File: src/sv/dpy_pkg.sv
package dpy_pkg;

	localparam int unsigned SQRT_CELLS = 32;
	localparam int unsigned DIV_CELLS  = 31;
	// Input register, blend sum, square, root row, first divide row, K multiply,
	// second divide row, final multiply, sum and clamp.
	localparam int unsigned PIPE_DEPTH = 3 + SQRT_CELLS + DIV_CELLS + 1 + DIV_CELLS + 2;

	localparam logic [16:0] ONE_Q16       = 17'd65536;
	localparam logic [31:0] TWO_SQRT3_Q30 = 32'd3719550786;
	localparam logic [31:0] THREE_Q30     = 32'd3221225472;

	localparam logic [2:0] REG_COH_INTACT  = 3'd0;
	localparam logic [2:0] REG_COH_SOFT    = 3'd1;
	localparam logic [2:0] REG_FRIC_INTACT = 3'd2;
	localparam logic [2:0] REG_FRIC_SOFT   = 3'd3;
	localparam logic [2:0] REG_MIN_STRESS  = 3'd4;
	localparam logic [2:0] REG_THREE_D     = 3'd5;

	typedef struct packed {
		logic signed [31:0] pressure;
		logic [16:0]        weakening_ratio;
	} point_t;

	typedef struct packed {
		logic signed [31:0] yield_stress;
		logic               tensile_failure;
		logic [22:0]        effective_friction;
	} result_t;

	typedef struct packed {
		logic signed [31:0] cohesion_intact;
		logic signed [31:0] cohesion_softened;
		logic [22:0]        friction_intact;
		logic [22:0]        friction_softened;
		logic signed [31:0] minimum_strength;
		logic               three_dimensional;
	} cfg_t;

	typedef struct packed {
		logic [32:0] rem;
		logic [31:0] root;
		logic [63:0] rad;
	} sqrt_step_t;

	typedef struct packed {
		logic [31:0] rem;
		logic [31:0] den;
		logic [30:0] num_low;
		logic [30:0] quo;
	} div_step_t;

	// Loads a divide row; the quotient must stay below 2^31.
	function automatic div_step_t div_start(input logic [63:0] num, input logic [31:0] den);
		div_step_t s;
		s.rem     = num[62:31];
		s.den     = den;
		s.num_low = num[30:0];
		s.quo     = '0;
		return s;
	endfunction

endpackage

File: src/sv/dpy_div_cell.sv
module dpy_div_cell import dpy_pkg::*; (
	input  logic      clk,
	input  logic      en,
	input  div_step_t d,
	output div_step_t q
);

	logic [32:0] trial;
	logic [32:0] diff;
	logic        ge;
	div_step_t   nxt;

	// One quotient bit of a restoring divide.
	always_comb begin
		trial       = {d.rem, d.num_low[30]};
		diff        = trial - {1'b0, d.den};
		ge          = trial >= {1'b0, d.den};
		nxt.rem     = ge ? diff[31:0] : trial[31:0];
		nxt.den     = d.den;
		nxt.num_low = {d.num_low[29:0], 1'b0};
		nxt.quo     = {d.quo[29:0], ge};
	end

	always_ff @(posedge clk) begin
		if (en) begin
			q <= nxt;
		end
	end

endmodule

File: config.mk
export PLATFORM = sky130hd
export DESIGN_NAME = dpy_div_cell
export DESIGN_NICKNAME = d
export VERILOG_FILES = /design/src/sv/dpy_pkg.sv /design/src/sv/dpy_div_cell.sv
export SDC_FILE = /design/constraint.sdc
export NUM_CORES = 1
export LEC_CHECK = 0
export BUFFER_PORTS_ARGS = -buffer_cell sky130_fd_sc_hd__clkbuf_2
export CAP_MARGIN = 20
export CORE_MARGIN = 5
export CORE_UTILIZATION = 50
export CTS_BUF_LIST = sky130_fd_sc_hd__clkbuf_8
export DETAILED_ROUTE_END_ITERATION = 7
export MAX_ROUTING_LAYER = met4
export PLACE_DENSITY = 0.95
export REMOVE_ABC_BUFFERS = 1
export SYNTH_ARGS = -nofsm -noshare
export SYNTH_HDL_FRONTEND = slang
export SYNTH_SLANG_ARGS = --single-unit
File: constraint.sdc
create_clock -name clk -period 3.35 [get_ports clk]
set_input_delay 0.335 -clock clk [delete_from_list [all_inputs] [get_ports clk]]
set_output_delay 0.335 -clock clk [all_outputs]
set_load 0.005 [all_outputs]
After elaboration in Yosys (flattened, before gate mapping)
Cells that the tools add are included.
- register bits: 125
- logic and storage cells: 7
- add/sub/neg operators: 1
- $lt $le $gt $ge: 1
- muxes and demuxes: 1
- operator list (operator ; count):
    $ge 33x32->1 ; 1
    $mux 32 ; 1
    $sub 32x32->32 ; 1

Depth between registers and ports, before layout
- word-level depth: 2
- mapped depth: 13
- depth with buffers taken out: 11

Worst setup path after synthesis
No wires, ideal clock.
- path type: input to register
- start: input port d[85] in the netlist's numbering
- end: register q[101] in the netlist's numbering, data pin
- arrival time: 2443 ps
- required time: 3090 ps
- slack: 647 ps
- cell stages on the path: 11
- buffers on the path: 2
- path through: inv_1 ha_1 buf_6 and3_1 o21a_1 a311oi_2 o21ai_1 or3b_1 o21a_1 buf_6 mux2_4
- RTL lines (item ; line ; text):
    start, declared ; dpy_div_cell.sv:4 ; input div_step_t d,
    end signal, assigned ; dpy_div_cell.sv:26 ; q <= nxt;
    end, declared ; dpy_div_cell.sv:5 ; output div_step_t q

==> out/qor.yml <==
outcome: "finished, final reports clean"
root_buffer: "clkbuf_8"
largest_register_ffs: 125
total_number_of_yosys_warnings: 0
drt-wirelength-per-cell_um: 18.82
holdBufCountCts: 0
fp.dieArea_sq_um: 14490
crit_slowest_cell: "fa_1"
finalNonFillerCells: 906
synth-edff-count: 125
chipHeight_um: 120.4
gp_routability_congestion: 0.8466
end_kind: "register"
top_level_ports: 254
power_density_nw_per_um2: 514.4
drv_cap: 0
timing.setup.critical_path_class: "input pin to register"
track_usage_pct: 23.97
grt_pass1_vias: 4804
finish.net_count: 906
numPlacedInstances: 873
vias_per_cell: 5.358
synthesis.area_sq_um: 6092
fraction_of_final_layout_cells_with_drive_strength_greater_than_1_pct: 39.71
buffer_ports.inserted: 251
registers.top_by_ff_count: "q"
drt_iter0_drc: 406
clkSinkCount: 125
post-route-min-period_ns: 2.673
rsz0062_at_grt: "false"
timing.critical_path.buf_inv: 2
dieWidth_um: 120.4
post_synth_num_cell_types: 50
report.final.slew_viol_count: 0
cts_tree: "built"
critical-path-top-delay-family: "compound AO/OA/AOI/OAI gates"
ctsResizeCount: 0
worst_ep_required_time_ns: 3.55
cpPeakStageDelay_ns: 0.40
synthesis.area_per_instance_sq_um: 12.54
overall_via_count_from_detail_route: 4854
crit_chain: "clkbuf_2 -> inv_1 -> ha_1 -> fa_1 -> nor2b_1 -> o2111ai_1 -> a21oi_1 -> o31ai_1 -> a21oi_2 -> a211oi_1 -> xnor2_1 -> mux2_4"
final_hold_viol_count: 0
global_route.overflow_total: 0
cts_post_setup_buffers_inserted: 0
worstPathMaxFanout: 7
fp.coreArea_sq_um: 11960
top_cell_type_by_total_area_after_synthesis: "edfxtp_1"
netlist_instances: 486
worstSetupStartpointType: "input pin"
synthMostInstantiatedCell: "edfxtp_1"
floorplan.initialDensity_pct: 50.93
postSynth.topFlopCell: "edfxtp_1"
min_period_over_period_pct: 79.80
number_of_buffers_created_by_cts: 17
max_slew.worst_pin.slew_ns: 0.6842
synth_common_cells: "edfxtp_1, a21oi_1, inv_1"
row_count: 40
cellLeakagePower_nw: 3.609
drc: 0
max_slew_margin_pct: 54.39
worst_ep_arrival_time_ns: 2.87
dr.pass1.iters: 5
max-vdd-ir-drop_mv: 0.2152
largest_net_degree_at_the_start_of_global_routing: 58
grt_first_pass_wirelength_um: 25410
place_hpwl_um: 13460
grt_antenna_before_repair: 1
utilization_pct: 65.97
finalWirelength_um: 17060
final-setup-viol-count: 0
cts_max_path_buffers: 2
ys_seq_elements: 125
fmax_mhz: 374.1
hp-class: "input pin to register"
synth_sequential_area_ratio_pct: 61.61
synthToLayoutAreaGrowth_pct: 29.53
netlist_top_cells_area: "edfxtp_1, ha_1, a21oi_1, inv_1, xnor2_1"
ctsHtreeMaxLevel: 4
clk_transition_reported_paths_ns: 0.07
drtAntennaViolNets: 0
layout_top_registers: "q: 125 flops"
synth-async-reset-ratio_pct: 0
synth_top_cell_area_share_pct: 61.61
## logic make-up after synthesis
group,count (synthesis),share of synthesized area [%]
buffers and inverters,64,4.785
DFF,125,61.61
AOI/OAI and AO/OA,120,12.01
xor gates and xnor gates,26,3.738
muxes,10,2.300
other,1,0.06156
adders and majority gates,33,6.901
and+or+nand+nor,107,8.585
## per-stage QoR
stage / setup TNS (ns) / instance area (sq um) / setup slack (ns) / power [mW] / hold slack [ns]
detailed placement: 0 / 7507 / 0.2301 / 2.817 / 0.5137
floorplan: -0.8501 / 5973 / -0.1213 / 2.407 / 0.4339
global placement: 0 / 7507 / 0.2732 / 2.779 / 0.5121
CTS: 0 / 7889 / 0.7178 / 4.085 / 0.02315
finish: 0 / 7891 / 0.6767 / 4.059 / 0.05673
global route: 0 / 7891 / 0.4808 / 4.255 / 0.01801
## report_power, final
group          total, mW  switching [mW]  internal, mW
sequential          1.96          0.0452          1.91
clock               1.27           0.619         0.654
combinational      0.827           0.449         0.378
## cells in the final DEF (no fill, tap or decap), drive strengths merged, types with 3 or more instances in the layout
cell type and count:
nor2 37, o31ai 7, nor3 3, o21bai 5, clkbuf 267, a21oi 55, a211oi 3, nand2b 7
nand4 8, inv 49, xor2 10, nand2 24, nand3 8, o21a 6, clkinv 5, clkinvlp 5
o21ai 21, and2 3, a21o 8, mux2 8, ha 32, a2111oi 4, xnor2 16, edfxtp 125
buf 8
## worst paths after layout
path  startpoint      to  slack (ns)  cells after the start
max        d[61]  q[124]        0.68                     12
min        d[53]   q[54]        0.06                      1
## layout make-up
type | instances | area (sq um)
fill | 917 | 4070
antenna | 1 | 2.502
sequential | 125 | 3754
multi-input combinational | 297 | 2048
inverter | 46 | 172.7
tap | 147 | 183.9
timing repair buffer | 258 | 1349
clock inverter | 15 | 147.6
clock buffer | 17 | 234.0
## routing by layer
metal	global-route usage (%)	part of all wire [%]	routed length, um
met3	8.326	8.7	1476
met1	25.07	37	6356
met5	-	0	0
met2	41.08	51	8681
met4	10.48	3.2	541
Note: power is estimated with default switching activity, not from simulation.
