--- src/sv/dpy_pkg.sv ---
package dpy_pkg;

	localparam int unsigned SQRT_CELLS = 32;
	localparam int unsigned DIV_CELLS  = 31;
	// Input register, blend sum, square, root row, first divide row, K multiply,
	// second divide row, final multiply, sum and clamp.
	localparam int unsigned PIPE_DEPTH = 3 + SQRT_CELLS + DIV_CELLS + 1 + DIV_CELLS + 2;

	localparam logic [16:0] ONE_Q16       = 17'd65536;
	localparam logic [31:0] TWO_SQRT3_Q30 = 32'd3719550786;
	localparam logic [31:0] THREE_Q30     = 32'd3221225472;

	localparam logic [2:0] REG_COH_INTACT  = 3'd0;
	localparam logic [2:0] REG_COH_SOFT    = 3'd1;
	localparam logic [2:0] REG_FRIC_INTACT = 3'd2;
	localparam logic [2:0] REG_FRIC_SOFT   = 3'd3;
	localparam logic [2:0] REG_MIN_STRESS  = 3'd4;
	localparam logic [2:0] REG_THREE_D     = 3'd5;

	typedef struct packed {
		logic signed [31:0] pressure;
		logic [16:0]        weakening_ratio;
	} point_t;

	typedef struct packed {
		logic signed [31:0] yield_stress;
		logic               tensile_failure;
		logic [22:0]        effective_friction;
	} result_t;

	typedef struct packed {
		logic signed [31:0] cohesion_intact;
		logic signed [31:0] cohesion_softened;
		logic [22:0]        friction_intact;
		logic [22:0]        friction_softened;
		logic signed [31:0] minimum_strength;
		logic               three_dimensional;
	} cfg_t;

	typedef struct packed {
		logic [32:0] rem;
		logic [31:0] root;
		logic [63:0] rad;
	} sqrt_step_t;

	typedef struct packed {
		logic [31:0] rem;
		logic [31:0] den;
		logic [30:0] num_low;
		logic [30:0] quo;
	} div_step_t;

	// Loads a divide row; the quotient must stay below 2^31.
	function automatic div_step_t div_start(input logic [63:0] num, input logic [31:0] den);
		div_step_t s;
		s.rem     = num[62:31];
		s.den     = den;
		s.num_low = num[30:0];
		s.quo     = '0;
		return s;
	endfunction

endpackage

--- src/sv/dpy_sqrt_cell.sv ---
module dpy_sqrt_cell import dpy_pkg::*; (
	input  logic       clk,
	input  logic       en,
	input  sqrt_step_t d,
	output sqrt_step_t q
);

	logic [34:0] cur;
	logic [34:0] trial;
	logic [34:0] diff;
	logic        ge;
	sqrt_step_t  nxt;

	// One result bit: bring down two radicand bits and try 4*root+1.
	always_comb begin
		cur      = {d.rem, d.rad[63:62]};
		trial    = {1'b0, d.root, 2'b01};
		diff     = cur - trial;
		ge       = cur >= trial;
		nxt.rem  = ge ? diff[32:0] : cur[32:0];
		nxt.root = {d.root[30:0], ge};
		nxt.rad  = {d.rad[61:0], 2'b00};
	end

	always_ff @(posedge clk) begin
		if (en) begin
			q <= nxt;
		end
	end

endmodule

--- config.mk ---
export PLATFORM = sky130hd
export DESIGN_NAME = dpy_sqrt_cell
export DESIGN_NICKNAME = d
export VERILOG_FILES = /design/src/sv/dpy_pkg.sv /design/src/sv/dpy_sqrt_cell.sv
export SDC_FILE = /design/constraint.sdc
export NUM_CORES = 1
export LEC_CHECK = 0
export BUFFER_PORTS_ARGS = -buffer_cell sky130_fd_sc_hd__buf_2
export CAP_MARGIN = 20
export CORE_ASPECT_RATIO = 0.6
export CORE_UTILIZATION = 43
export CTS_BUF_LIST = sky130_fd_sc_hd__clkbuf_16
export DETAILED_ROUTE_END_ITERATION = 12
export GPL_TIMING_DRIVEN = 1
export PLACE_DENSITY = 0.76
export SYNTH_ARGS = -nofsm -noshare
export SYNTH_HDL_FRONTEND = slang
export SYNTH_SLANG_ARGS = --single-unit
--- constraint.sdc ---
create_clock -name clk -period 2.7 [get_ports clk]
set_clock_uncertainty 0.1 [all_clocks]
set_input_delay 0.135 -clock clk [delete_from_list [all_inputs] [get_ports clk]]
set_output_delay 0.135 -clock clk [all_outputs]
set_load 0.01 [all_outputs]
-- Yosys cells after proc, flatten, opt, wreduce, memory -nomap -nowiden
Cells that the tools add are included.
- multiplexer cells: 1
- $lt $le $gt $ge: 1
- $add $sub $neg: 1
- operators by type and width (kind ; count):
    35-bit by 34-bit greater-or-equal comparator with 1-bit output ; 1
    33-bit 2-to-1 mux ; 1
    33-bit subtractor ; 1
- logic and storage cells: 6
- bits of input ports: 131
- output and inout port bits: 129
- flip-flop bits (word level): 127

-- Depth between registers and ports, before layout
Gate-level depths: netlist (run 1).
- depth after elaboration: 2
- mapped depth: 14
- depth with buffers taken out: 11

-- Worst setup path after synthesis (run 1)
OpenSTA, ideal clock, no wires.
- path type: input port to flip-flop
- from: in d[69] in the netlist's numbering
- to: reg q[128] in the netlist's numbering, data pin
- setup time: 261 ps
- path buffers: 0
- data arrival time: 2267 ps
- data required time: 2339 ps
- path slack: 72 ps
- stages on the path: 11
- cells stage by stage: inv_1 ha_1 a211oi_2 o21bai_1 a21o_1 a221o_1 a221o_1 a21o_1 a21oi_2 xor2_1 a21oi_1
- RTL lines (element ; line ; RTL):
    from (decl) ; dpy_sqrt_cell.sv:4 ; input sqrt_step_t d,
    to (signal assigned) ; dpy_sqrt_cell.sv:27 ; q <= nxt;
    to (decl) ; dpy_sqrt_cell.sv:5 ; output sqrt_step_t q

==> results of run 1 <==
[area by class of cell]
cell class	instances	area (µm²)	share of cell area [%]
flip-flops and latches	127	3810	38.1
repair buffers	446	3010	30.1
multi-input cells	307	2120	21.2
clock buffers	17	425	4.26
clock inverters	15	245	2.45
well taps	192	240	2.40
inverters	39	146	1.46
[worst max-delay path: stages]
cell      delay, ns
buf_2          0.09
inv_1          0.04
ha_1           0.30
buf_4          0.16
a211oi_2       0.19
o21bai_1       0.12
a21o_1         0.20
a221o_1        0.38
a221o_1        0.36
a21o_1         0.23
a21oi_2        0.20
xor2_1         0.16
a21oi_1        0.08
[power breakdown]
group	internal (mW)	switching (mW)	leakage (nW)
combinational	0.650	0.702	2.93
sequential	2.41	0.0538	1.24
clock	1.67	0.926	0.327
[cell usage in the layout, fill, tap and decap left out, types with 9 or more instances in the layout]
| cell type | synthesis | final |
|---|---|---|
| buf_2 | 8 | 256 |
| ha_1 | 34 | 34 |
| clkbuf_16 | 0 | 17 |
| a21o_1 | 9 | 9 |
| o21ai_0 | 20 | 20 |
| nand2_1 | 28 | 28 |
| xnor2_1 | 19 | 19 |
| xor2_1 | 9 | 9 |
| inv_1 | 39 | 39 |
| edfxtp_1 | 127 | 127 |
| buf_4 | 4 | 75 |
| a21oi_1 | 56 | 54 |
| nor2_1 | 42 | 42 |
| dlygate4sd3_1 | 0 | 114 |
[stage by stage]
step	instance area (µm²)	utilization, %	TNS [ns]
after CTS	9930	72.2	0
after global placement	8100	58.9	-9.39
after global routing	10000	72.7	-0.000200
final	10000	72.7	0
after floorplan	6100	-	0
after detailed placement	8100	58.9	-13.22
[repair_timing]
action / 4_1_cts / 5_1_grt
endpoints found under the hold margin: 114 / 0
gates cloned: 1 / 1
setup buffers: 0 / 2
gates resized for setup: 1 / 8
hold buffers: 114 / 0
pin swaps: 1 / 8
setup endpoints to repair: 28 / 30
[logic make-up after synthesis]
group | share of synthesized area, %
flops | 62.5
simple gates | 7.53
other cells | 0.0615
compound gates | 13.6
xor+xnor | 4.02
buf+inv | 4.04
mux | 1.29
fa+ha+maj | 6.97
[cells in the mapped netlist (5+ instances only)]
master    count
a21o_1        9
a21oi_1      56
a31oi_1       5
buf_2         8
clkbuf_1      5
edfxtp_1    127
ha_1         34
inv_1        39
mux2_2        7
nand2_1      28
nand3_1       8
nand4_1       6
nor2_1       42
nor3_1        5
o21a_1        8
o21ai_0      20
o21bai_1      6
xnor2_1      19
xor2_1        9
[path summary, 6_finish.rpt]
check | slack [ns] | cells after the start | endpoint | from
max | 0.1 | 13 | q[128] | d[69]
min | 0.007 | 3 | q[99] | d[97]
[per-layer routing]
layer	routed length, µm	up-vias	global-route usage (%)
li1	-	2713	-
met2	8740	251	40.8
met1	8470	2695	33.7
met5	0	-	0
met4	210	0	6.29
met3	1400	21	7.29
==> results.yml, run 1 <==
cells_and_area:
  fin_nets: 1103
  fillers: 994
  stdcell_count: 1143
  area_delta_synth_final_pct: 63.9
  top_regs: "q (127)"
  largest_reg_flops: 127
  top_register: "q"
  drive_gt1_share_pct: 40.5
  antenna_cells: 0
yosys:
  ys.flop_type: "edfxtp_1"
  synthTopCellsByArea: "edfxtp_1 (63%), ha_1 (7.0%), a21oi_1 (4.6%), xnor2_1 (2.7%), nor2_1 (2.6%)"
  yosysTopAreaCell: "edfxtp_1"
  ys.warnings.count: 0
  syn_area_per_cell_um2: 12.5
  synth.ff_latch_count: 127
  ys_types: 48
  yosysSeqAreaShare_pct: 62.5
  netlist_instances: 488
  netlist.area_leader.share_pct: 62.5
  synth_enable_flop_cells: 127
  synthArstFlopShare_pct: 0
  synth_area_um2: 6100
pwr:
  vdd_drop_max_uv: 431
  powerDensity_nw_per_um2: 641
  power.leakage_nw: 4.50
  power.total_mw: 6.41
placed_design:
  gp_congestion: 0.925
  preCtsSetupSlack_ns: -0.464
  port_buffers: 257
  hpwl_mm: 12.9
  placedCellCount: 993
worst_setup_path:
  critPathKind: "in2reg"
  required_ns: 2.76
  critPathMaxFanout: 5
  end_kind: "flip-flop"
  startpoint_type: "primary input"
  arrival_ns: 2.66
floorplan:
  row_count: 33
  coreArea_um2: 13700
  die-width_um: 156
  num_io_pins: 260
  start_util_pct: 44.4
  dieArea_um2: 14700
  die_h_um: 94.3
timing:
  worstMarginPinSlew_ns: 0.595
  fmax_mhz: 384
  setup_viol: 0
  period_needed_ns: 2.60
  finalHoldViolCount: 0
  slew_viol_final: 0
  post-route-period-util_pct: 96.4
  max-slew-margin-rel_pct: 60.4
  finalWorstSetupSlack_ns: 0.0972
  holdWs_ns: 0.00651
outcome:
  status: "finished, final reports clean"
clocking:
  cts_buffers: 17
  h-tree-depth: 4
  clkSinkCount: 127
  cts_root_buf: "clkbuf_16"
  max-clock-path-buffers: 2
  cts_tree: "yes"
  clkTransAtPathRegs_ns: 0.06
route:
  drc_errors: 0
  viasPerCell: 4.97
  ant_nets: 0
  routed_wl_mm: 18.8
  drtIter0Drc: 340
  vias: 5680
  dr.pass1.iters: 5
  wire_per_inst_um: 16.5
grt:
  grt_pass1_vias: 5507
  grt_pass1_wl_mm: 27.9
  grt.total_usage_pct: 25.3
  gr-total-overflow: 0
  grt_max_degree: 56
  antenna_found_initial: 0
min_path:
  hold_path.class: "in2reg"
run:
  cap_violations: 0
(Power assumes the default switching activity.)
==> inputs of run 2 (changes only) <==
--- a/config.mk
+++ b/config.mk
@@ -7,11 +7,11 @@
 export LEC_CHECK = 0
 export BUFFER_PORTS_ARGS = -buffer_cell sky130_fd_sc_hd__buf_2
 export CAP_MARGIN = 20
-export CORE_ASPECT_RATIO = 0.6
 export CORE_UTILIZATION = 43
 export CTS_BUF_LIST = sky130_fd_sc_hd__clkbuf_16
 export DETAILED_ROUTE_END_ITERATION = 12
 export GPL_TIMING_DRIVEN = 1
+export HOLD_SLACK_MARGIN = 0.08
 export PLACE_DENSITY = 0.76
 export SYNTH_ARGS = -nofsm -noshare
 export SYNTH_HDL_FRONTEND = slang
==> results.yml, run 2 (same netlist as run 1, synthesis figures left out) <==
cells_and_area:
  area_delta_synth_final_pct: 64.2
  final_cell_mix: "buf_2 (255), edfxtp_1 (127), dlygate4sd3_1 (126)"
  largest_reg_flops: 127
  final_common_cell: "buf_2"
  drive_gt1_share_pct: 39.9
  fin_nets: 1102
  top_register: "q"
  top_regs: "q (127)"
  utilization_pct: 72.2
  antenna_cells: 0
grt:
  grt_pass1_wl_mm: 28.3
  grt_pass1_vias: 5657
  grt_max_degree: 69
  antenna_found_initial: 1
  gr-total-overflow: 0
  grt.total_usage_pct: 25.7
clocking:
  max-clock-path-buffers: 2
  clkSinkCount: 127
  cts_buffers: 17
  clkTransAtPathRegs_ns: 0.06
  h-tree-depth: 4
  cts_tree: "yes"
  cts_root_buf: "clkbuf_16"
worst_setup_path:
  critPathKind: "in2reg"
  end_kind: "flip-flop"
  critPathMaxFanout: 3
  startpoint_type: "primary input"
  arrival_ns: 2.72
  required_ns: 2.76
floorplan:
  dieArea_um2: 14700
  die_h_um: 121
  coreArea_um2: 13900
  start_util_pct: 43.9
  row_count: 43
  die-width_um: 121
  num_io_pins: 260
route:
  routed_wl_mm: 19.6
  drc_errors: 0
  wire_per_inst_um: 17.4
  dr.pass1.iters: 5
  ant_nets: 0
  drtIter0Drc: 403
  vias: 5807
  viasPerCell: 5.14
placed_design:
  gp_congestion: 0.880
  port_buffers: 257
  hpwl_mm: 12.8
timing:
  fmax_mhz: 376
  post-route-period-util_pct: 98.4
  worstMarginPinSlew_ns: 0.648
  finalHoldViolCount: 0
  period_needed_ns: 2.66
  max-slew-margin-rel_pct: 56.8
  setup_viol: 0
  slew_viol_final: 0
run:
  cap_violations: 0
pwr:
  powerDensity_nw_per_um2: 618
  vdd_drop_max_uv: 382
  power.leakage_nw: 4.47
  power.total_mw: 6.19
outcome:
  status: "finished, final reports clean"
min_path:
  hold_depth: 1
  hold_path.class: "in2reg"
run 2: per-layer routing:
| layer | track usage, % | share of wire, % |
|---|---|---|
| met5 | 0 | 0.066 |
| met3 | 6.86 | 7.4 |
| met2 | 45.5 | 50 |
| met4 | 11.8 | 3.5 |
| met1 | 28.7 | 39 |
run 2: path summary, 6_finish.rpt:
kind	from	to	slack (ns)
setup / recovery	d[105]	q[124]	0.04
hold / removal	en	q[25]	0.13
run 2: per-stage QoR:
stage / setup slack, ns / instance area [µm²] / setup TNS [ns] / hold WS (ns) / std cells
2_1_floorplan: 0.0715 / 6100 / 0 / 0.134 / 489
3_3_place_gp: -0.202 / 7990 / -3.73 / 0.212 / 968
3_5_place_dp: -0.279 / 7990 / -7.28 / 0.213 / 968
4_1_cts: 0.00822 / 9860 / 0 / 0.135 / 1126
5_1_grt: -0.0457 / 10000 / -0.0491 / 0.156 / 1130
6_report: 0.0421 / 10000 / 0 / 0.131 / 1130
run 2: critical path, stage by stage:
cell and delay (ns):
dlygate4sd3_1 0.55, buf_2 0.15, ha_1 0.31, and2_1 0.16, a221o_1 0.38, a21oi_2 0.25, o31ai_1 0.16, a221oi_2 0.29
xor2_1 0.23, a21oi_1 0.10
run 2: area by class of cell:
cell class / instances / area [µm²]
well taps: 180 / 225
fillers: 936 / 3860
clock inverters: 15 / 186
repair buffers: 446 / 3060
flip-flops and latches: 127 / 3810
clock buffers: 17 / 425
multi-input cells: 306 / 2160
inverters: 39 / 146
run 2: power by group:
group          total, mW  internal [mW]  leakage, nW  switching [mW]
Clock               2.35           1.46        0.293           0.888
Combinational       1.37          0.668         2.94           0.703
Sequential          2.46           2.41         1.24          0.0551
Total               6.19           4.54         4.47            1.65
run 2: timing repair:
action / 4_1_cts / 5_1_grt
resized for setup: 0 / 21
hold buffers: 126 / 0
endpoints found under the hold margin: 126 / 0
setup buffers: 0 / 4
endpoints found under the setup margin: 0 / 34
