[src/sv/dpy_pkg.sv]
package dpy_pkg;

	localparam int unsigned SQRT_CELLS = 32;
	localparam int unsigned DIV_CELLS  = 31;
	// Input register, blend sum, square, root row, first divide row, K multiply,
	// second divide row, final multiply, sum and clamp.
	localparam int unsigned PIPE_DEPTH = 3 + SQRT_CELLS + DIV_CELLS + 1 + DIV_CELLS + 2;

	localparam logic [16:0] ONE_Q16       = 17'd65536;
	localparam logic [31:0] TWO_SQRT3_Q30 = 32'd3719550786;
	localparam logic [31:0] THREE_Q30     = 32'd3221225472;

	localparam logic [2:0] REG_COH_INTACT  = 3'd0;
	localparam logic [2:0] REG_COH_SOFT    = 3'd1;
	localparam logic [2:0] REG_FRIC_INTACT = 3'd2;
	localparam logic [2:0] REG_FRIC_SOFT   = 3'd3;
	localparam logic [2:0] REG_MIN_STRESS  = 3'd4;
	localparam logic [2:0] REG_THREE_D     = 3'd5;

	typedef struct packed {
		logic signed [31:0] pressure;
		logic [16:0]        weakening_ratio;
	} point_t;

	typedef struct packed {
		logic signed [31:0] yield_stress;
		logic               tensile_failure;
		logic [22:0]        effective_friction;
	} result_t;

	typedef struct packed {
		logic signed [31:0] cohesion_intact;
		logic signed [31:0] cohesion_softened;
		logic [22:0]        friction_intact;
		logic [22:0]        friction_softened;
		logic signed [31:0] minimum_strength;
		logic               three_dimensional;
	} cfg_t;

	typedef struct packed {
		logic [32:0] rem;
		logic [31:0] root;
		logic [63:0] rad;
	} sqrt_step_t;

	typedef struct packed {
		logic [31:0] rem;
		logic [31:0] den;
		logic [30:0] num_low;
		logic [30:0] quo;
	} div_step_t;

	// Loads a divide row; the quotient must stay below 2^31.
	function automatic div_step_t div_start(input logic [63:0] num, input logic [31:0] den);
		div_step_t s;
		s.rem     = num[62:31];
		s.den     = den;
		s.num_low = num[30:0];
		s.quo     = '0;
		return s;
	endfunction

endpackage

[src/sv/dpy_regs.sv]
module dpy_regs import dpy_pkg::*; (
	input  logic        clk,
	input  logic        arst_n,
	input  logic        psel,
	input  logic        penable,
	input  logic        pwrite,
	input  logic [4:0]  paddr,
	input  logic [31:0] pwdata,
	output logic [31:0] prdata,
	output cfg_t        cfg
);

	cfg_t        cfg_q;
	logic [2:0]  idx;

	assign idx = paddr[4:2];
	assign cfg = cfg_q;

	always_ff @(posedge clk or negedge arst_n) begin
		if (!arst_n) begin
			cfg_q <= '0;
		end else if (psel && penable && pwrite) begin
			unique case (idx)
				REG_COH_INTACT:  cfg_q.cohesion_intact   <= pwdata;
				REG_COH_SOFT:    cfg_q.cohesion_softened <= pwdata;
				REG_FRIC_INTACT: cfg_q.friction_intact   <= pwdata[22:0];
				REG_FRIC_SOFT:   cfg_q.friction_softened <= pwdata[22:0];
				REG_MIN_STRESS:  cfg_q.minimum_strength  <= pwdata;
				REG_THREE_D:     cfg_q.three_dimensional <= pwdata[0];
				default: begin
				end
			endcase
		end
	end

	always_comb begin
		unique case (idx)
			REG_COH_INTACT:  prdata = cfg_q.cohesion_intact;
			REG_COH_SOFT:    prdata = cfg_q.cohesion_softened;
			REG_FRIC_INTACT: prdata = {9'd0, cfg_q.friction_intact};
			REG_FRIC_SOFT:   prdata = {9'd0, cfg_q.friction_softened};
			REG_MIN_STRESS:  prdata = cfg_q.minimum_strength;
			REG_THREE_D:     prdata = {31'd0, cfg_q.three_dimensional};
			default:         prdata = '0;
		endcase
	end

endmodule

[config.mk]
export PLATFORM = sky130hd
export DESIGN_NAME = dpy_regs
export DESIGN_NICKNAME = d
export VERILOG_FILES = /design/src/sv/dpy_pkg.sv /design/src/sv/dpy_regs.sv
export SDC_FILE = /design/constraint.sdc
export NUM_CORES = 1
export LEC_CHECK = 0
export BUFFER_PORTS_ARGS = -buffer_cell sky130_fd_sc_hd__clkbuf_2
export CAP_MARGIN = 10
export CORE_UTILIZATION = 55
export DETAILED_ROUTE_END_ITERATION = 10
export PLACE_DENSITY = 0.87
export SYNTH_ARGS = -nofsm -noshare
export SYNTH_HDL_FRONTEND = slang
export SYNTH_SLANG_ARGS = --single-unit
[constraint.sdc]
create_clock -name clk -period 2.1 [get_ports clk]
set_input_delay 0.21 -clock clk [delete_from_list [all_inputs] [get_ports clk]]
set_output_delay 0.21 -clock clk [all_outputs]
set_load 0.02 [all_outputs]
* Word-level counts from Yosys, hierarchy flattened *
Cells that the tools add are included.

word-level totals
  register bits = 143
  latch bits = 0
  bits in writable memories = 0
  memory bits (read-only) = 0
  input port bits = 42
  output and inout port bits = 175
  logic and storage cells = 21
  memories kept = 0

cells by class
  add/sub/neg operators = 0
  $mul = 0
  divide/modulo/power cells = 0
  $lt $le $gt $ge = 0
  equal/unequal tests = 5
  shifts and indexed selects = 0
  multiplexer cells = 1
  bitwise gates (word level) = 0
  reduce and logical (&&, ||, !) cells = 9

operators by type and width
  kind                                           number
  case mux 32 bit (6 select lines)               1
  AND reduction 2 bit                            6
  == test 3 x 2 -> 1 bit, second input constant  2
  == test 3 bit, second input constant           2
  == test 3 x 1 -> 1 bit, second input constant  1
  logical NOT 3 bit                              1
  logical AND 1 bit                              2

* Depth between registers and ports, before layout *
Gate-level depths: netlist (run 1).

  word-level depth = 3
  gate-level depth with buffers = 6
  mapped depth without buffers = 3

* Worst setup path before layout (run 1) *
OpenSTA, ideal clock, no wires.

  path kind = input port to output port
  start = in paddr[4]
  end = out prdata[0]
  arrival = 1.461 ns
  data required time = 1.890 ns
  slack = 0.429 ns
  stages on the path = 3
  path buffers = 2
  cells stage by stage = buf_2 > buf_1 > o311ai_0

on the way
  cells in the longest elaborated chain, start to end = 2
  elaborated cells on any way between the ends = 7
  classes of those cells = eq/ne: 5; mux: 1; reduce/logical: 1

ends and longest elaborated chain
  element                                line            source
  start, declared                        dpy_regs.sv:7   input logic [4:0] paddr,
  == test 3 bit (tied with other cells)  dpy_regs.sv:37  unique case (idx)
  case mux 32 bit (6 select lines) (*)   dpy_regs.sv:37
  end, declared                          dpy_regs.sv:9   output logic [31:0] prdata,

Mark *: on every way between the ends. The rest lies on a longest branch, timed or not.

* Worst setup path after layout (run 1) *
  start = reg cfg_q, in the netlist cfg[18]
  end = out prdata[17]

on the way
  cells in the longest elaborated chain, start to end = 1

ends and longest elaborated chain
  element                           line            source
  start, declared                   dpy_regs.sv:13  cfg_t cfg_q;
  case mux 32 bit (6 select lines)  dpy_regs.sv:37

No other way between the ends.

==> summary.txt, run 1 <==
R2R setup slack: 1.27 ns
I/O Buffers: 214
Total Wirelength: 18100 microns
Synth Area in Simple Gates: 4.381%
largest net degree at the start of global routing: 67
synthesized area: 6540 sq um
Die Y: 111.0 microns
IO Count: 217
drt pass-1 iters: 10
final hold viol count: 0
xor and xnor area share after synthesis: 0%
layout cells sized above 1: 63.08%
Post-Syn Area per Cell: 13.91 sq um
vias in the first global route: 5278
CP startpoint kind: flip-flop
first-pass GRT wire length: 28650 microns
CTS tree: yes
CP required: 1.89 ns
mux cell area share after synthesis: 31.95%
worst slack at placement: 0.2742 ns
status: complete, but fails checks
Setup CP Type: flip-flop to primary output
clk buf depth: 2
max_slew headroom: 58.13%
Placed Cells: 825
routed wl met3: 1512 microns
violated checks: DRC
worst-margin pin slew: 0.6281 ns
Slew Limit Fails: 0
FFs w/ async S/R, synth: 100.0%
cell row count: 39
Fmax: 0.5431 GHz
Worst setup endpoint: prdata[17]
Metal-1 WL: 6919 microns
period utilisation layout: 87.68%
vias per cell: 5.793
grt total ovfl: 0
via count: 4970
GRT Total Usage: 30.88%
Hold Crit Class: primary input to flip-flop
H-tree Lvls: 4
crit path DAT: 1.63 ns
clock skew: 0 ns
uppermost layer routed: met4
final setup fails: 0
complex-gate fraction of the synthesized area: 6.122%
ys flop type: dfrtp_1
Initial Utilization: 56.79%
final net count: 744
R2R cell count: 1
clock sinks: 143
die area: 12330 sq um
DP Wirelength: 12590 microns
post-route insts no fill: 858
Cells after Synth: 470
Post-synth EDFFs: 0
FF+latch count, synth: 143
setup bufs post-CTS: 0
# DRC: 32
register area share after synthesis: 54.72%
Yosys cell types: 33
ANT nets after route: 0
routed len/inst: 21.09 microns
worst flop-to-flop path endpoint: cfg[73]$_DFFE_PN0P_
clock-pin slew on the worst setup and hold paths: 0.06 ns
max_cap viols: 0
Worst VDD drop: 716.2 uV
Core ar.: 11520 sq um
met2 wire length: 9381 microns
n_diodes: 0
RSZ-0062 raised after global routing: no
Area after DPL: 7929 sq um
Initial DRC Count: 304
Fin Hold WS: 0.05682 ns
Synth-to-Final Area Change: 29.75%
Final Instance Area: 8486 sq um
Power per Cell Area: 1067 nW/um^2
Ys Warns: 0
initial antenna violation count: 0
latest clock arrival within the worst-skew pair: 0.41 ns
crit path time final: 1.841 ns
worst-path fanout max: 3
post-synthesis adder-cell area fraction: 0%
CP startpoint: cfg[18]$_DFFE_PN0P_
CTS Root Cell: clkbuf_16
largest family of logic cells by synthesized area: multiplexers
RePlAce Congestion: 0.7987
setup_tns: 0 ns
Die Width: 111.0 microns
total CTS buffers: 17
Largest register FFs: 143
post_cts resized: 0
worst r2r src: cfg[73]$_DFFE_PN0P_
CP Capture Type: primary output
Leak: 0.004283 uW
syn_nets: 512
fin worst setup slack: 0.2588 ns
## power by group
part	internal (uW)	switching, uW
clock	1620	1110
combinational	1050	1520
sequential	3300	447
## area by class of cell
class                           count  area, sq um
Clock inverter                     10        62.56
Tap cell                          143        178.9
Sequential cell                   143         3578
Timing Repair Buffer              244         1380
Clock buffer                       22        484.2
Multi-Input combinational cell    294         2794
Inverter                            2        7.507
Fill cell                         784         3030
## worst max-delay path: stages, from the launching register on
cell,delay [ns]
dfrtp_1,0.39
mux2_2,0.31
a221o_1,0.34
clkbuf_2,0.16
## worst min-delay path by stage
stage                     from                   end  slack, ns  depth (start not counted)
detailed placement      arst_n  cfg[137]$_DFFE_PN0P_       0.25                          1
CTS                 pwdata[23]  cfg[134]$_DFFE_PN0P_       0.04                          2
global route        pwdata[23]  cfg[134]$_DFFE_PN0P_       0.05                          2
global placement        arst_n  cfg[105]$_DFFE_PN0P_       0.24                          1
floorplan               arst_n    cfg[0]$_DFFE_PN0P_      -0.09                          0
finish              pwdata[23]  cfg[134]$_DFFE_PN0P_       0.06                          2
## synthesized netlist by cell type, types with 2 or more instances
master,count,area share (%)
a22oi_1,9,1.0
nor2b_1,4,0.38
buf_4,7,0.80
nor2_1,11,0.63
mux2i_1,13,2.0
buf_2,16,1.2
nand2_1,22,1.3
mux2_2,168,29
nor2_2,3,0.29
nand2b_1,2,0.19
clkbuf_1,3,0.17
buf_6,2,0.34
mux2_1,6,1.0
o21ai_0,11,0.84
dfrtp_1,143,55
a21oi_1,11,0.84
buf_1,3,0.17
nand3_1,3,0.23
a221o_1,10,1.5
a32oi_1,10,1.3
## through the flow
stage / util [%] / total power (uW)
floorplan: - / 5273
global placement: 68.85 / 6223
detailed placement: 68.85 / 6349
CTS: 73.69 / 9104
global route: 73.69 / 9423
finish: 73.69 / 9056
## per-layer routing
| layer | vias to the layer above | GRT usage (%) |
|---|---|---|
| met5 | - | 0 |
| met4 | 0 | 11.98 |
| met3 | 21 | 9.732 |
| met2 | 233 | 53.00 |
| met1 | 2514 | 36.21 |
| li1 | 2202 | - |
## timing repair
item | in CTS | in global routing
hold buffers | 1 | 0
hold endpoints to repair | 64 | 0
endpoints found under the setup margin | 0 | 0
## cell families (layout without fill, tap and decap cells)
logic type             after synthesis  in the layout
multiplexers                       187            187
flip-flops                         143            143
AO/OA/AOI/OAI                       55             55
AND/OR/NAND/NOR                     52             52
buffers and inverters               33            278
## cell usage in the layout, fill, tap and decap left out, types with 3 or more instances in the layout
master     Yosys  routed
a21oi_1       11      11
a221o_1       10      10
a22oi_1        9       9
a32oi_1       10      10
buf_12         0       6
buf_4          7      23
clkbuf_16      0      17
clkbuf_2       0     213
clkbuf_8       0       4
clkinv_2       0       6
dfrtp_1      143     143
mux2_1         6       6
mux2_2       168     168
mux2i_1       13      13
nand2_1       22      22
nor2_1        11      11
nor2b_1        4       3
o21ai_0       11      11
(Power assumes the default switching activity.)
==> inputs of run 2 (changes only) <==
--- a/config.mk
+++ b/config.mk
@@ -5,7 +5,7 @@
 export SDC_FILE = /design/constraint.sdc
 export NUM_CORES = 1
 export LEC_CHECK = 0
-export BUFFER_PORTS_ARGS = -buffer_cell sky130_fd_sc_hd__clkbuf_2
+export BUFFER_PORTS_ARGS = -buffer_cell sky130_fd_sc_hd__buf_2
 export CAP_MARGIN = 10
 export CORE_UTILIZATION = 55
 export DETAILED_ROUTE_END_ITERATION = 10
==> summary.txt, run 2 (synthesis gave the netlist of run 1 again) <==
clock sinks: 143
status: complete, but fails checks
die area: 12330 sq um
crit path time final: 1.939 ns
final hold viol count: 0
Sw Ratio: 32.15%
Power per Cell Area: 1116 nW/um^2
Hold Crit Class: primary input to flip-flop
Initial DRC Count: 272
Die Y: 111.0 microns
H-tree Lvls: 4
clk buf depth: 2
worst-path fanout max: 17
drt pass-1 iters: 8
Setup CP Type: primary input to primary output
Largest register FFs: 143
Slowest cell on crit path: nand2b_1
CTS tree: yes
Placed Cells: 825
post-route insts no fill: 856
vias in the first global route: 5334
crit path DAT: 1.73 ns
Total Wirelength: 18480 microns
worst-margin pin slew: 0.6232 ns
Internal: 6484 uW
clock power share: 33.9%
final net count: 744
clock skew: 0 ns
max_slew headroom: 58.45%
DP Wirelength: 12710 microns
max incr delay on CP: 0.57 ns
cell-by-cell trace of the critical path: buf_2 -> nand2b_1 -> nor2_1 -> a221o_1 -> buf_2
Leak: 0.004375 uW
grt total ovfl: 0
commonest non-fill, non-tap cells in the layout: buf_2 (213), mux2_2 (168), dfrtp_1 (143), buf_4 (24), nand2_1 (22)
CP Capture Type: primary output
Die Width: 111.0 microns
Final Instance Area: 8559 sq um
# DRC: 32
final setup fails: 0
cell mode on critical path: buf_2
Slew Limit Fails: 0
GRT Total Usage: 31.50%
routed len/inst: 21.59 microns
Flop pwr share: 39.0%
ANT nets after route: 0
setup bufs post-CTS: 0
Fmax: 0.5157 GHz
n_diodes: 0
RePlAce Congestion: 0.8259
period utilisation layout: 92.34%
initial antenna violation count: 0
cell row count: 39
Worst VDD drop: 703.2 uV
CP startpoint kind: primary input
layout cells sized above 1: 62.97%
clock-pin slew on the worst setup and hold paths: 0.06 ns
Synth-to-Final Area Change: 30.88%
most common cell after layout, fill and taps aside: buf_2
Gate power share: 27.1%
latest clock arrival within the worst-skew pair: 0.42 ns
vias per cell: 5.831
Initial Utilization: 56.79%
total CTS buffers: 17
Area after DPL: 7916 sq um
via count: 4991
RSZ-0062 raised after global routing: no
largest net degree at the start of global routing: 66
violated checks: DRC
IO Count: 217
setup_tns: 0 ns
CTS Root Cell: clkbuf_16
Psw: 3072 uW
CP required: 1.89 ns
max_cap viols: 0
first-pass GRT wire length: 29100 microns
Core ar.: 11520 sq um
I/O Buffers: 214
## run 2: power groups by stage
stage          Sequential, uW  Combinational, uW  Clock [uW]
2_1_floorplan            4360                915           0
3_3_place_gp             3700               2520           0
3_5_place_dp             3750               2590           0
4_1_cts                  3710               2600        3280
5_1_grt                  3790               2740        3390
6_report                 3730               2590        3240
## run 2: critical path: cells and delay by family
family / cells / cell delay, ns
simple gates: 2 / 0.70
compound gates: 1 / 0.30
buf+inv: 2 / 0.51
## run 2: what timing repair did
action / in CTS / in global routing
gates resized for setup: 0 / 0
hold buffers: 1 / 0
endpoints found under the hold margin: 60 / 0
## run 2: path summary, 6_finish.rpt
kind / start / end / slack [ns] / cells after the start
max: paddr[4] / prdata[7] / 0.16 / 5
min: pwdata[23] / cfg[134]$_DFFE_PN0P_ / 0.03 / 2
max reg2reg: cfg[7]$_DFFE_PN0P_ / cfg[7]$_DFFE_PN0P_ / 1.27 / 1
min reg2reg: cfg[6]$_DFFE_PN0P_ / cfg[6]$_DFFE_PN0P_ / 0.52 / 1
max in group asynchronous: arst_n / cfg[66]$_DFFE_PN0P_ / 1.06 / 3
min in group asynchronous: arst_n / cfg[137]$_DFFE_PN0P_ / 0.35 / 2
## run 2: routing by layer
| metal | vias to the layer above | track usage [%] | part of all wire (%) |
|---|---|---|---|
| met5 | - | 0 | 0 |
| met1 | 2528 | 36.74 | 40 |
| met2 | 227 | 53.33 | 50 |
| met3 | 42 | 10.06 | 8.0 |
| met4 | 0 | 14.05 | 2.7 |
| li1 | 2194 | - | - |
## run 2: cell type report
cell class              instances  area (sq um)
clock buffers                  19         442.9
clock inverters                11         190.2
fillers                       771          2957
inverters                       2         7.507
multi-input cells             294          2794
flip-flops and latches        143          3578
well taps                     143         178.9
repair buffers                244          1368
## run 2: through the flow
| stage | setup WS (ns) | total power, uW | util (%) | hold slack (ns) |
|---|---|---|---|---|
| floorplan | 0.4293 | 5273 | - | -0.08559 |
| finish | 0.1609 | 9556 | 74.33 | 0.03484 |
| detailed placement | 0.1682 | 6338 | 68.74 | 0.2416 |
| CTS | 0.1366 | 9602 | 74.33 | 0.01919 |
| global placement | 0.2379 | 6220 | 68.74 | 0.2346 |
| global route | 0.08712 | 9920 | 74.33 | 0.03588 |
==> inputs of run 3 (changes only) <==
--- a/config.mk
+++ b/config.mk
@@ -10,6 +10,7 @@
 export CORE_UTILIZATION = 55
 export DETAILED_ROUTE_END_ITERATION = 10
 export PLACE_DENSITY = 0.87
+export RECOVER_POWER = 100
 export SYNTH_ARGS = -nofsm -noshare
 export SYNTH_HDL_FRONTEND = slang
 export SYNTH_SLANG_ARGS = --single-unit
==> summary.txt, run 3 (synthesis gave the netlist of run 1 again) <==
status: complete, but fails checks
violated checks: DRC
period utilisation layout: 96.89%
max_slew headroom: 1.368%
Final Instance Area: 8248 sq um
routed wl met3: 1461 microns
first-pass GRT wire length: 29100 microns
most common cell after layout, fill and taps aside: mux2_2
Hold Crit Depth: 2
GRT Total Usage: 31.50%
Largest register FFs: 143
latest clock arrival within the worst-skew pair: 0.42 ns
vias per cell: 5.831
Reg area: 3578 sq um
CTS Root Cell: clkbuf_16
R2R cell count: 1
n_diodes: 0
commonest non-fill, non-tap cells in the layout: mux2_2 (168), clkbuf_1 (167), dfrtp_1 (143), buf_2 (43), nand2_1 (22)
Area after DPL: 7916 sq um
Hold Crit Class: primary input to flip-flop
Core ar.: 11520 sq um
DP Wirelength: 12710 microns
crit path DAT: 1.82 ns
Hold Path Origin: pwdata[23]
post_cts resized: 0
Hold Path End: cfg[134]$_DFFE_PN0P_
final setup fails: 0
final hold viol count: 0
clock sinks: 143
max_cap viols: 0
CTS tree: yes
Initial Utilization: 56.79%
drt pass-1 iters: 7
total CTS buffers: 17
worst-margin pin slew: 1.479 ns
routed len/inst: 21.67 microns
worst-path fanout max: 17
Metal-1 WL: 7377 microns
Fmax: 0.4915 GHz
H-tree Lvls: 4
Leak: 0.003736 uW
I/O Buffers: 214
Die Width: 111.0 microns
Die Y: 111.0 microns
setup_tns: 0 ns
multi-input logic area: 2755 sq um
IO Count: 217
uppermost layer routed: met4
crit path time final: 2.035 ns
Power per Cell Area: 1140 nW/um^2
Initial DRC Count: 257
final net count: 744
via count: 4991
vias in the first global route: 5334
RSZ-0062 raised after global routing: no
largest net degree at the start of global routing: 66
Synth-to-Final Area Change: 26.11%
initial antenna violation count: 0
worst r2r src: cfg[7]$_DFFE_PN0P_
ANT nets after route: 0
clock-pin slew on the worst setup and hold paths: 0.06 ns
CP Capture Type: primary output
CP required: 1.89 ns
met2 wire length: 9322 microns
Slew Limit Fails: 0
CP startpoint kind: primary input
layout cells sized above 1: 38.99%
# DRC: 32
clk buf depth: 2
Worst VDD drop: 704.4 uV
Filler Cell Count: 883
cell row count: 39
die area: 12330 sq um
worst flop-to-flop path endpoint: cfg[7]$_DFFE_PN0P_
Total Wirelength: 18550 microns
grt total ovfl: 0
RePlAce Congestion: 0.8259
R2R setup slack: 1.26 ns
clock skew: 0 ns
Setup CP Type: primary input to primary output
## run 3: what timing repair did
action | CTS | global route
endpoints found under the hold margin | 60 | 0
setup buffers | 0 | 0
hold buffers | 1 | 0
endpoints found under the setup margin | 0 | 0
## run 3: routing by layer
layer | track usage [%] | up-vias
met3 | 10.06 | 32
met4 | 14.05 | 0
met2 | 53.33 | 223
li1 | - | 2188
met1 | 36.74 | 2548
met5 | 0 | -
## run 3: cell type report
type                    instances  area share (%)
repair buffers                244           13.27
multi-input cells             294           33.40
flip-flops and latches        143           43.39
inverters                       2         0.09102
clock inverters                11           2.306
well taps                     143           2.169
clock buffers                  19           5.370
## run 3: power by group
group | leakage (uW) | total [uW] | internal [uW] | switching (uW)
registers | 0.00183 | 3740 | 3300 | 444
clock network | 0.000309 | 3250 | 2120 | 1130
logic | 0.00160 | 2420 | 892 | 1520
## run 3: worst max path at each step
stage	startpoint	endpoint	slack [ns]	cells past startpoint
global placement	paddr[4]	prdata[7]	0.24	5
CTS	paddr[4]	prdata[7]	0.14	5
detailed placement	paddr[4]	prdata[7]	0.17	5
global route	paddr[4]	prdata[22]	0.05	6
floorplan	paddr[4]	prdata[0]	0.43	3
finish	paddr[4]	prdata[22]	0.07	6
## run 3: stage by stage
stage / std cells / total power, uW / hold WS, ns / util (%) / worst slack, ns
2_1_floorplan: 470 / 5273 / -0.08559 / - / 0.4293
3_3_place_gp: 825 / 6220 / 0.2346 / 68.74 / 0.2379
3_5_place_dp: 825 / 6338 / 0.2416 / 68.74 / 0.1682
4_1_cts: 856 / 9602 / 0.01919 / 74.33 / 0.1366
5_1_grt: 856 / 9761 / 0.03592 / 71.62 / 0.04949
6_report: 856 / 9406 / 0.03296 / 71.62 / 0.06529
## run 3: worst max-delay path, stage by stage
cell,delay [ns]
clkbuf_2,0.29
nor2b_1,0.50
buf_12,0.23
a22oi_1,0.10
o21ai_0,0.26
buf_2,0.22
